## src/hdl/mpqa_pkg.sv

```systemverilog
`default_nettype none
package mpqa_pkg;

  localparam int DEFAULT_CAPACITY = 16;
  localparam int PRI_W = 8;
  localparam int PAY_W = 32;

  // command field codes
  localparam logic CMD_INSERT = 1'b0;
  localparam logic CMD_REMOVE = 1'b1;

  // result status codes
  typedef enum logic [1:0] {
    ST_OK    = 2'd0,
    ST_FULL  = 2'd1,
    ST_EMPTY = 2'd2
  } status_t;

  // controller to datapath
  typedef struct packed {
    logic    write_cell;
    logic    scan_init;
    logic    scan_step;
    logic    shift_pop;
    logic    res_load;
    status_t res_code;
  } dp_cmd_t;

  // datapath to controller
  typedef struct packed {
    logic empty;
    logic full;
    logic single;
    logic scan_last;
  } dp_sts_t;

endpackage
`default_nettype wire

```

## src/hdl/min_priority_queue_array_top.sv

```systemverilog
// channel   | signals                                  | handshake
// ----------+------------------------------------------+-------------------------
// request   | command, priority_req, payload           | start, taken when !busy
// result    | status, out_priority, out_payload        | done, one cycle, no stall
//
// insert: result strobed on the following cycle, next request
//   may follow at once
// remove from n entries: load, n - 1 compare steps through the
//   one scan port, then one shift of the cell row; empty remove behaves as insert
// rst is synchronous; it empties the queue and drops any pending result
// the result is shown for a single cycle and cannot be held off
`default_nettype none
module min_priority_queue_array_top import mpqa_pkg::*; #(
  parameter int CAPACITY = DEFAULT_CAPACITY
) (
  input  wire logic                    clk,
  input  wire logic                    rst,
  input  wire logic                    start,
  output logic                         busy,
  input  wire logic                    command,
  input  wire logic [PRI_W-1:0]        priority_req,
  input  wire logic signed [PAY_W-1:0] payload,
  output logic                         done,
  output logic [1:0]                   status,
  output logic [PRI_W-1:0]             out_priority,
  output logic signed [PAY_W-1:0]      out_payload
);

  dp_cmd_t cmd;
  dp_sts_t sts;

  // sequencing
  mpqa_ctrl u_ctrl (
    .clk     (clk),
    .rst     (rst),
    .start   (start),
    .command (command),
    .sts     (sts),
    .cmd     (cmd),
    .busy    (busy)
  );

  // cell row, scan and result registers
  mpqa_dp #(
    .CAPACITY (CAPACITY)
  ) u_dp (
    .clk          (clk),
    .rst          (rst),
    .cmd          (cmd),
    .sts          (sts),
    .priority_req (priority_req),
    .payload      (payload),
    .done         (done),
    .status       (status),
    .out_priority (out_priority),
    .out_payload  (out_payload)
  );

endmodule
`default_nettype wire

```

## src/hdl/mpqa_dp.sv

```systemverilog
`default_nettype none
module mpqa_dp import mpqa_pkg::*; #(
  parameter int CAPACITY = DEFAULT_CAPACITY
) (
  input  wire logic                    clk,
  input  wire logic                    rst,
  input  wire dp_cmd_t                 cmd,
  output dp_sts_t                      sts,
  input  wire logic [PRI_W-1:0]        priority_req,
  input  wire logic signed [PAY_W-1:0] payload,
  output logic                         done,
  output logic [1:0]                   status,
  output logic [PRI_W-1:0]             out_priority,
  output logic signed [PAY_W-1:0]      out_payload
);

  localparam int IDX_W = $clog2(CAPACITY);
  localparam int CNT_W = $clog2(CAPACITY + 1);

  logic [PRI_W-1:0] cell_pri [CAPACITY];
  logic [PAY_W-1:0] cell_pay [CAPACITY];
  logic [CNT_W-1:0] count;
  logic [IDX_W-1:0] scan_idx;
  logic [IDX_W-1:0] best_idx;
  logic [PRI_W-1:0] best_pri;
  logic [PAY_W-1:0] best_pay;
  logic [PRI_W-1:0] rd_pri;
  logic [PAY_W-1:0] rd_pay;

  // scan read port
  assign rd_pri = cell_pri[scan_idx];
  assign rd_pay = cell_pay[scan_idx];

  // status toward the controller
  assign sts.empty     = (count == '0);
  assign sts.full      = (count == CNT_W'(CAPACITY));
  assign sts.single    = (count == CNT_W'(1));
  assign sts.scan_last = ((CNT_W'(scan_idx) + CNT_W'(1)) == count);

  // cell row: append at the tail, or close the gap above the removed cell
  always_ff @(posedge clk) begin
    for (int i = 0; i < CAPACITY; i++) begin
      if (cmd.write_cell && (count == CNT_W'(i))) begin
        cell_pri[i] <= priority_req;
        cell_pay[i] <= payload;
      end else if (cmd.shift_pop && (i < CAPACITY - 1) && (IDX_W'(i) >= best_idx)) begin
        cell_pri[i] <= cell_pri[(i + 1) % CAPACITY];
        cell_pay[i] <= cell_pay[(i + 1) % CAPACITY];
      end
    end
  end

  // occupancy count
  always_ff @(posedge clk) begin
    if (rst) begin
      count <= '0;
    end else if (cmd.write_cell) begin
      count <= count + CNT_W'(1);
    end else if (cmd.shift_pop) begin
      count <= count - CNT_W'(1);
    end
  end

  // running minimum, strict compare keeps the earliest on ties
  always_ff @(posedge clk) begin
    if (cmd.scan_init) begin
      scan_idx <= IDX_W'(1);
      best_idx <= '0;
      best_pri <= cell_pri[0];
      best_pay <= cell_pay[0];
    end else if (cmd.scan_step) begin
      scan_idx <= scan_idx + IDX_W'(1);
      if (rd_pri < best_pri) begin
        best_idx <= scan_idx;
        best_pri <= rd_pri;
        best_pay <= rd_pay;
      end
    end
  end

  // result register
  always_ff @(posedge clk) begin
    if (cmd.res_load) begin
      status <= cmd.res_code;
      if (cmd.shift_pop) begin
        out_priority <= best_pri;
        out_payload  <= best_pay;
      end else begin
        out_priority <= '0;
        out_payload  <= '0;
      end
    end
  end

  // result strobe
  always_ff @(posedge clk) begin
    if (rst) begin
      done <= 1'b0;
    end else begin
      done <= cmd.res_load;
    end
  end

endmodule
`default_nettype wire

```

## src/hdl/mpqa_ctrl.sv

```systemverilog
`default_nettype none
module mpqa_ctrl import mpqa_pkg::*; (
  input  wire logic    clk,
  input  wire logic    rst,
  input  wire logic    start,
  input  wire logic    command,
  input  wire dp_sts_t sts,
  output dp_cmd_t      cmd,
  output logic         busy
);

  typedef enum logic [2:0] {
    S_IDLE  = 3'b001,
    S_SCAN  = 3'b010,
    S_SHIFT = 3'b100
  } state_t;

  state_t state;
  state_t state_next;

  // state register
  always_ff @(posedge clk) begin
    if (rst) begin
      state <= S_IDLE;
    end else begin
      state <= state_next;
    end
  end

  // next state and datapath commands
  always_comb begin
    state_next     = state;
    cmd.write_cell = 1'b0;
    cmd.scan_init  = 1'b0;
    cmd.scan_step  = 1'b0;
    cmd.shift_pop  = 1'b0;
    cmd.res_load   = 1'b0;
    cmd.res_code   = ST_OK;
    unique case (state)
      S_IDLE: begin
        if (start) begin
          if (command == CMD_INSERT) begin
            cmd.res_load = 1'b1;
            if (sts.full) begin
              cmd.res_code = ST_FULL;
            end else begin
              cmd.write_cell = 1'b1;
            end
          end else if (sts.empty) begin
            cmd.res_load = 1'b1;
            cmd.res_code = ST_EMPTY;
          end else begin
            cmd.scan_init = 1'b1;
            state_next    = sts.single ? S_SHIFT : S_SCAN;
          end
        end
      end
      S_SCAN: begin
        cmd.scan_step = 1'b1;
        if (sts.scan_last) begin
          state_next = S_SHIFT;
        end
      end
      S_SHIFT: begin
        cmd.shift_pop = 1'b1;
        cmd.res_load  = 1'b1;
        state_next    = S_IDLE;
      end
      default: begin
        state_next = S_IDLE;
      end
    endcase
  end

  assign busy = (state != S_IDLE);

endmodule
`default_nettype wire

```

## config.mk

```make
export PLATFORM = sky130hd
export DESIGN_NAME = min_priority_queue_array_top
export DESIGN_NICKNAME = d
export VERILOG_FILES = /design/src/hdl/mpqa_pkg.sv /design/src/hdl/min_priority_queue_array_top.sv /design/src/hdl/mpqa_dp.sv /design/src/hdl/mpqa_ctrl.sv
export SDC_FILE = /design/constraint.sdc
export NUM_CORES = 1
export LEC_CHECK = 0
export ABC_CLOCK_PERIOD_IN_PS = 8250
export BUFFER_PORTS_ARGS = -buffer_cell sky130_fd_sc_hd__buf_2
export CORE_ASPECT_RATIO = 1.4
export CORE_UTILIZATION = 65
export CTS_BUF_LIST = sky130_fd_sc_hd__clkbuf_4 sky130_fd_sc_hd__clkbuf_8
export CTS_CLUSTER_SIZE = 10
export DETAILED_ROUTE_END_ITERATION = 16
export GPL_TIMING_DRIVEN = 0
export PLACE_DENSITY = 0.82
export SETUP_SLACK_MARGIN = 0.15
export SYNTH_ARGS = -nofsm -noshare
export SYNTH_HDL_FRONTEND = slang
export SYNTH_SLANG_ARGS = --single-unit
```

## constraint.sdc

```tcl
create_clock -name clk -period 8.25 [get_ports clk]
set_input_delay 1.2375 -clock clk [delete_from_list [all_inputs] [get_ports clk]]
set_output_delay 1.2375 -clock clk [all_outputs]
set_load 0.03 [all_outputs]
```

==> run metrics, run 1 <==
status=finished clean; met1 GRT Util=0.433; Residual DRC=0; VDD IR max=between 0.1 and 0.15 mV; vias in the first global route=23,036; DR pass1 iterations=8; worst hold path endpoint=u_dp.out_payload[5]$_SDFFCE_PN0P_; synth top area cells=edfxtp_1, mux2_2, mux4_2, nand2_1, mux4_1; top_reg_cell synth=edfxtp_1; HP Start=u_dp.best_pay[5]$_DFFE_PP_; final hold violations=0; Die X=202 um; R2R Setup Slk=3.00 ns; post-synth cell types=56; TritonCTS buffer count=107; Clock Pin Slew Worst Setup and Hold Paths=approximately 0.060 ns; final worst path period need=5.25 ns; Synth Warn #=0; largest net degree at the start of global routing=44; Longest Clk Path Bufs=3; Max Slew Vio Count=0; layout net count=2,505; Final Cycle Share=0.636; first-pass GRT wire length=between 100 and 150 mm; post-CTS sizing=0; initial DRC count=2,824; leakage power=0.0139 uW; final global-route overflow total=0; Worst setup SP type=register; worst hold path class=reg2reg; initial core utilization=0.657; setup TNS=0 ns; global routing's busiest layer=met2; CTS tree=done; leading area contributor after synthesis=edfxtp_1; Synth Area per Inst=16.3 um^2; IO Port Bufs=86; fill count=about 3,500; # IOs=slightly below 90; power density over cell area=around 210 nW/um^2; gr usage total=0.360; Seq/Total Area, Yosys=0.610; Max-Cap Viols=0; core area=55,100 um^2; area of the multi-input gates=around 13,000 um^2; CP required=8.72 ns; Reg2Reg Depth=12; Synth top area share=0.599; Clock Skew=about 0.029 ns; CP Capture Type=register; number of synthesized register bits=roughly 740; Post-synth EDFFs=roughly 720; register area=about 22,000 um^2; clk root buf=clkbuf_8; vias after detailed routing=between 20,000 and 25,000; area growth from synthesis to layout=11.2%; Setup violations, final=0; Die H=approximately 280 um; critical path class=reg2reg; Hold Crit Depth=1; DRT Wirelength=100 mm; met3 usage=0.0870; Syn Inst Count=approximately 2,200; Die Area=56,700 um^2; met2 track demand over resource=0.603; initial antenna violation count=4; Clock Latency Late Sink=around 0.74 ns; Final Non-Filler Cells=between 3,000 and 4,000; htree depth=3; RSZ-0062 raised after global routing=no; post-synthesis net count=roughly 2,300; vias per inst=between 6 and 7; design area=a little over 40,000 um^2; worst path arrival time=5.71 ns; CTS sink count=about 740; routed len/inst=between 30 and 40 um; Cell Rows=102; CTS Hold Buffers Added=0; Final ANT Viol Nets=0; Layout Utilization=0.731; Post-CTS Setup Inserts=0; post-synthesis cell area=between 30,000 and 40,000 um^2; Placer Congestion=around 0.9; Cell Area, Placed=38,200 um^2; Max-slew headroom=0.0986; Max Freq=around 190 MHz; share of layout cells above drive strength 1=0.433; crit-path max FO=25; dpl hpwl=about 65 mm; measured slew at the worst slew-check pin=around 1.4 ns; async set or reset register ratio after synthesis=0; placed cells=3,066; Worst R2R End=u_dp.best_pay[8]$_DFFE_PP_
## worst max-delay path, cell delays in order, from the launching register on
cell      delay, ns
dfxtp_1        0.30
buf_2          0.21
buf_2          0.38
buf_2          0.48
mux4_2         0.37
mux4_2         0.54
ha_1           0.37
o21ai_0        0.10
o211ai_1       0.45
nor2_1         0.20
nor3_2         0.61
nand2_2        0.57
buf_12         0.38
## cells in the mapped netlist (all sizes together) (3+ instances only)
master  number
edfxtp     722
mux2       522
nand2      390
mux4       199
buf         95
clkbuf      84
and2        37
nor2        25
dfxtp       21
inv         20
ha          14
o21ai       13
a21oi        8
nand2b       8
nand3        8
xnor2        8
nor3         6
mux2i        5
a211oi       3
nor4b        3
xor2         3
## cells in the final DEF (no fill, tap or decap), drive strengths merged, types with 3 or more instances in the layout
master,Yosys,final
mux2,522,522
nor3,6,6
mux2i,5,5
dfxtp,21,21
ha,14,14
clkinvlp,0,5
clkbuf,84,237
mux4,199,199
nand2b,8,8
diode,0,3
nor2,25,25
xor2,3,3
a211oi,3,3
inv,20,21
buf,95,206
o21ai,13,13
nand2,390,390
nor4b,3,3
edfxtp,722,722
clkinv,0,28
nand3,8,8
and2,37,37
xnor2,8,8
a21oi,8,8
## registers in the layout (all words and copies together) (netlist names), named ones only
signal	flops
u_dp.cell_pay	512
u_dp.cell_pri	128
u_dp.best_pay	32
u_dp.out_payload	32
u_dp.best_pri	8
u_dp.out_priority	8
u_dp.count	5
u_dp.best_idx	4
u_dp.scan_idx	4
u_ctrl.state	3
u_dp.status	2
u_dp.done	1
## area by class of cell
type / count / area share
Antenna cell: 3 / 0.000186
Buffer: 179 / 0.0231
Clock buffer: 153 / 0.0464
Clock inverter: 36 / 0.00559
Inverter: 20 / 0.00186
Multi-Input combinational cell: 1285 / 0.329
Sequential cell: 743 / 0.549
Tap cell: 728 / 0.0226
Timing Repair Buffer: 111 / 0.0223
## how the worst max path moves through the flow
stage                     startpoint                             end  slack (ns)  cells after the start
after floorplan              command   u_dp.cell_pay[3][0]$_DFFE_PP_        2.06                      3
after global placement       command  u_dp.cell_pay[3][12]$_DFFE_PP_       -3.21                      4
after detailed placement    register      u_dp.best_pay[6]$_DFFE_PP_        3.16                     12
after CTS                   register     u_dp.best_pay[15]$_DFFE_PP_        3.12                     12
after global routing        register     u_dp.best_pay[15]$_DFFE_PP_        2.92                     12
final                       register      u_dp.best_pay[8]$_DFFE_PP_        3.00                     12
## per-stage QoR
stage	total power (uW)	hold slack, ns	worst slack (ns)
after floorplan	5100	0.467	2.06
after global placement	5380	0.500	-3.21
after detailed placement	5430	0.506	3.16
after CTS	8290	0.524	3.12
after global routing	8510	0.532	2.92
final	8290	0.521	3.00
## cell families after synthesis
family | after synthesis | share of synthesized area
mux | 726 | 0.289
xor+xnor | 11 | 0.00266
flops | 743 | 0.610
fa+ha+maj | 14 | 0.00484
buf+inv | 199 | 0.0277
compound gates | 45 | 0.00850
simple gates | 489 | 0.0569
## power by group
part	internal, uW	switching, uW
clock	1510	1420
combinational	513	602
sequential	4220	24.5
total	6240	2050
## metal layers
layer / up-vias / routed length (um)
met1: 11169 / 33500
met5: - / 14
met2: 1502 / 50100
met4: 2 / 5420
met3: 344 / 10900
li1: 9072 / -
Power figures use the tool's default switching activity.
==> inputs of run 2 (changes only) <==
ABC_CLOCK_PERIOD_IN_PS = 4900   (was 8250)
clock period = 4.9 ns   (was 8.25 ns; I/O delays follow)
==> run metrics, run 2 (same netlist as run 1, synthesis figures left out) <==
status=finished clean; Clock Pin Slew Worst Setup and Hold Paths=0.07 ns (about the same); WP buf/inv=4 (unchanged); vias after detailed routing=22,123 (+0.15%); initial antenna violation count=4 (unchanged); VDD IR max=0.217 mV (+53%); Int Power=10,500 uW (+68%); placed cells=3,063 (-0.098%); Max Slew Vio Count=0 (unchanged); max reg flops=512 (unchanged); CTS tree=done; Critical Path Slowest Stage Cell=mux4_2; Worst Setup EP=u_dp.best_pay[14]$_DFFE_PP_; Cell Rows=102 (unchanged); leakage power=0.0139 uW (about the same); Final Cycle Share=0.946 (+0.310); CP required=5.30 ns (-3.42 ns); Max-slew headroom=0.127 (+0.0288); power density over cell area=347 nW/um^2 (+69%); Clock Latency Late Sink=0.75 ns (about the same); Setup violations, final=0 (unchanged); layout net count=2,503 (-0.080%); final hold violations=0 (unchanged); IO Port Bufs=86 (unchanged); # IOs=88 (unchanged); Clock Skew=0.0469 ns (+0.0182 ns); Worst setup SP type=register; crit-path max cell delay=0.51 ns (-0.10 ns); vias in the first global route=23,171 (+0.59%); Reg2Reg Depth=12 (unchanged); worst path arrival time=5.03 ns (-0.68 ns); worst hold margin=0.278 ns (-0.243 ns); sw frac=0.248 (+0.000543); Final Non-Filler Cells=3,263 (+0.15%); Final ANT Viol Nets=0 (unchanged); htree depth=3 (unchanged); first-pass GRT wire length=146 mm (+0.50%); Max Freq=216 MHz (+13%); TritonCTS buffer count=108 (+0.93%); share of layout cells above drive strength 1=0.430 (-0.00305); Placer Congestion=0.898 (+0.36%); CP top delay family=buffers and inverters; Post-CTS Setup Inserts=0 (unchanged); Residual DRC=0 (unchanged); Worst R2R End=u_dp.best_pay[14]$_DFFE_PP_; worst setup margin=0.266 ns (-2.74 ns); gr usage total=0.362 (+0.00267); Die X=202 um (unchanged); final worst path period need=4.63 ns (-0.611 ns); biggest regs=u_dp.cell_pay (512), u_dp.cell_pri (128); most common cell after layout, fill and taps aside=edfxtp_1; Max-Cap Viols=0 (unchanged); R2R Setup Slk=0.27 ns (-2.74 ns); vias per inst=6.78 (about the same); clock network power share=0.353 (about the same); largest net degree at the start of global routing=44 (unchanged); Comb pwr share=0.135 (about the same); area growth from synthesis to layout=11.2% (about the same); DRT Wirelength=101 mm (+0.70%); Die Area=56,700 um^2 (unchanged); critical path class=reg2reg; CTS sink count=743 (unchanged); setup TNS=0 ns (unchanged); dpl ws=-0.105 ns (-3.27 ns); CP Cell Sequence=buf_2, buf_2, buf_4, mux4_2, mux4_2, ha_1, a211oi_1, o211ai_1, nor4_2, nor3_4, nand2_4, buf_12; CP Capture Type=register; initial DRC count=2,601 (-7.9%); sequential fraction of design power=0.512 (about the same); DR pass1 iterations=7 (-1); measured slew at the worst slew-check pin=1.31 ns (-0.0433 ns); Most flops, register=u_dp.cell_pay; Sw Pwr=3460 uW (+69%); clk root buf=clkbuf_8; most frequent cells in the layout=edfxtp_1, mux2_2, nand2_1; Longest Clk Path Bufs=3 (unchanged); CP Depth=12 (unchanged); crit-path max FO=24 (-4.0%); Die H=281 um (unchanged); RSZ-0062 raised after global routing=no; worst hold path class=in2reg; routed len/inst=30.8 um (+0.54%); dpl hpwl=64.2 mm (-0.70%); CTS Hold Buffers Added=0 (unchanged); final global-route overflow total=0 (unchanged); core area=55,100 um^2 (unchanged); initial core utilization=0.657 (unchanged)
run 2: changes by cell type in the layout (fill, tap and decap cells not counted), moves of 4 or more:
cell        delta
clkinvlp_4     -4
clkbuf_4       +6
buf_4          -6
buf_6          +4
clkinv_1      +10
run 2: power by group through the flow:
stage	Combinational, uW	Sequential [uW]	Clock [uW]
finish	1890	7150	4940
global route	1990	7150	5200
global placement	1780	7280	0
floorplan	1260	7330	0
detailed placement	1860	7280	0
CTS	1870	7150	4940
run 2: cell type report:
| type | count | area (um^2) |
|---|---|---|
| well taps | 728 | 911 |
| clock buffers | 159 | 1920 |
| fillers | 3438 | 14900 |
| inverters | 20 | 75.1 |
| multi-input cells | 1285 | 13300 |
| diodes | 4 | 10.0 |
| clock inverters | 37 | 179 |
| flip-flops and latches | 743 | 22100 |
| repair buffers | 108 | 857 |
| plain buffers | 179 | 935 |
run 2: metal layers:
metal | track usage | up-vias | routed length, um | part of all wire
li1 | - | 9069 | - | -
met1 | 0.422 | 11208 | 33200 | 0.33
met2 | 0.615 | 1440 | 50700 | 0.50
met3 | 0.0726 | 406 | 10000 | 0.099
met4 | 0.234 | 0 | 6700 | 0.067
met5 | 0 | - | 0 | 0
run 2: what timing repair did:
item / 4_1_cts / 5_1_grt
pin swaps: 0 / 2
endpoints found under the setup margin: 40 / 24
hold endpoints to repair: 0 / 0
cloned: 0 / 0
gates resized for setup: 2 / 3
run 2: worst min path at each step:
stage | start | slack [ns] | cells after the start | endpoint
2_1_floorplan | u_dp.scan_idx[1]$_SDFFE_PP0P_ | 0.47 | 2 | u_dp.best_idx[1]$_SDFFE_PP0P_
4_1_cts | payload[13] | 0.24 | 1 | u_dp.cell_pay[15][13]$_DFFE_PP_
6_report | payload[0] | 0.28 | 1 | u_dp.cell_pay[15][0]$_DFFE_PP_
3_3_place_gp | u_dp.best_pay[24]$_DFFE_PP_ | 0.50 | 1 | u_dp.out_payload[24]$_SDFFCE_PN0P_
3_5_place_dp | u_dp.best_pay[12]$_DFFE_PP_ | 0.50 | 1 | u_dp.out_payload[12]$_SDFFCE_PN0P_
5_1_grt | payload[0] | 0.28 | 1 | u_dp.cell_pay[15][0]$_DFFE_PP_
run 2: per-stage QoR:
step / instance area (um^2) / util / power, uW
finish: 40300 / 0.731 / 14000
CTS: 40300 / 0.730 / 14000
detailed placement: 38100 / 0.692 / 9140
floorplan: 36200 / - / 8590
global placement: 37600 / 0.682 / 9070
global route: 40300 / 0.730 / 14300
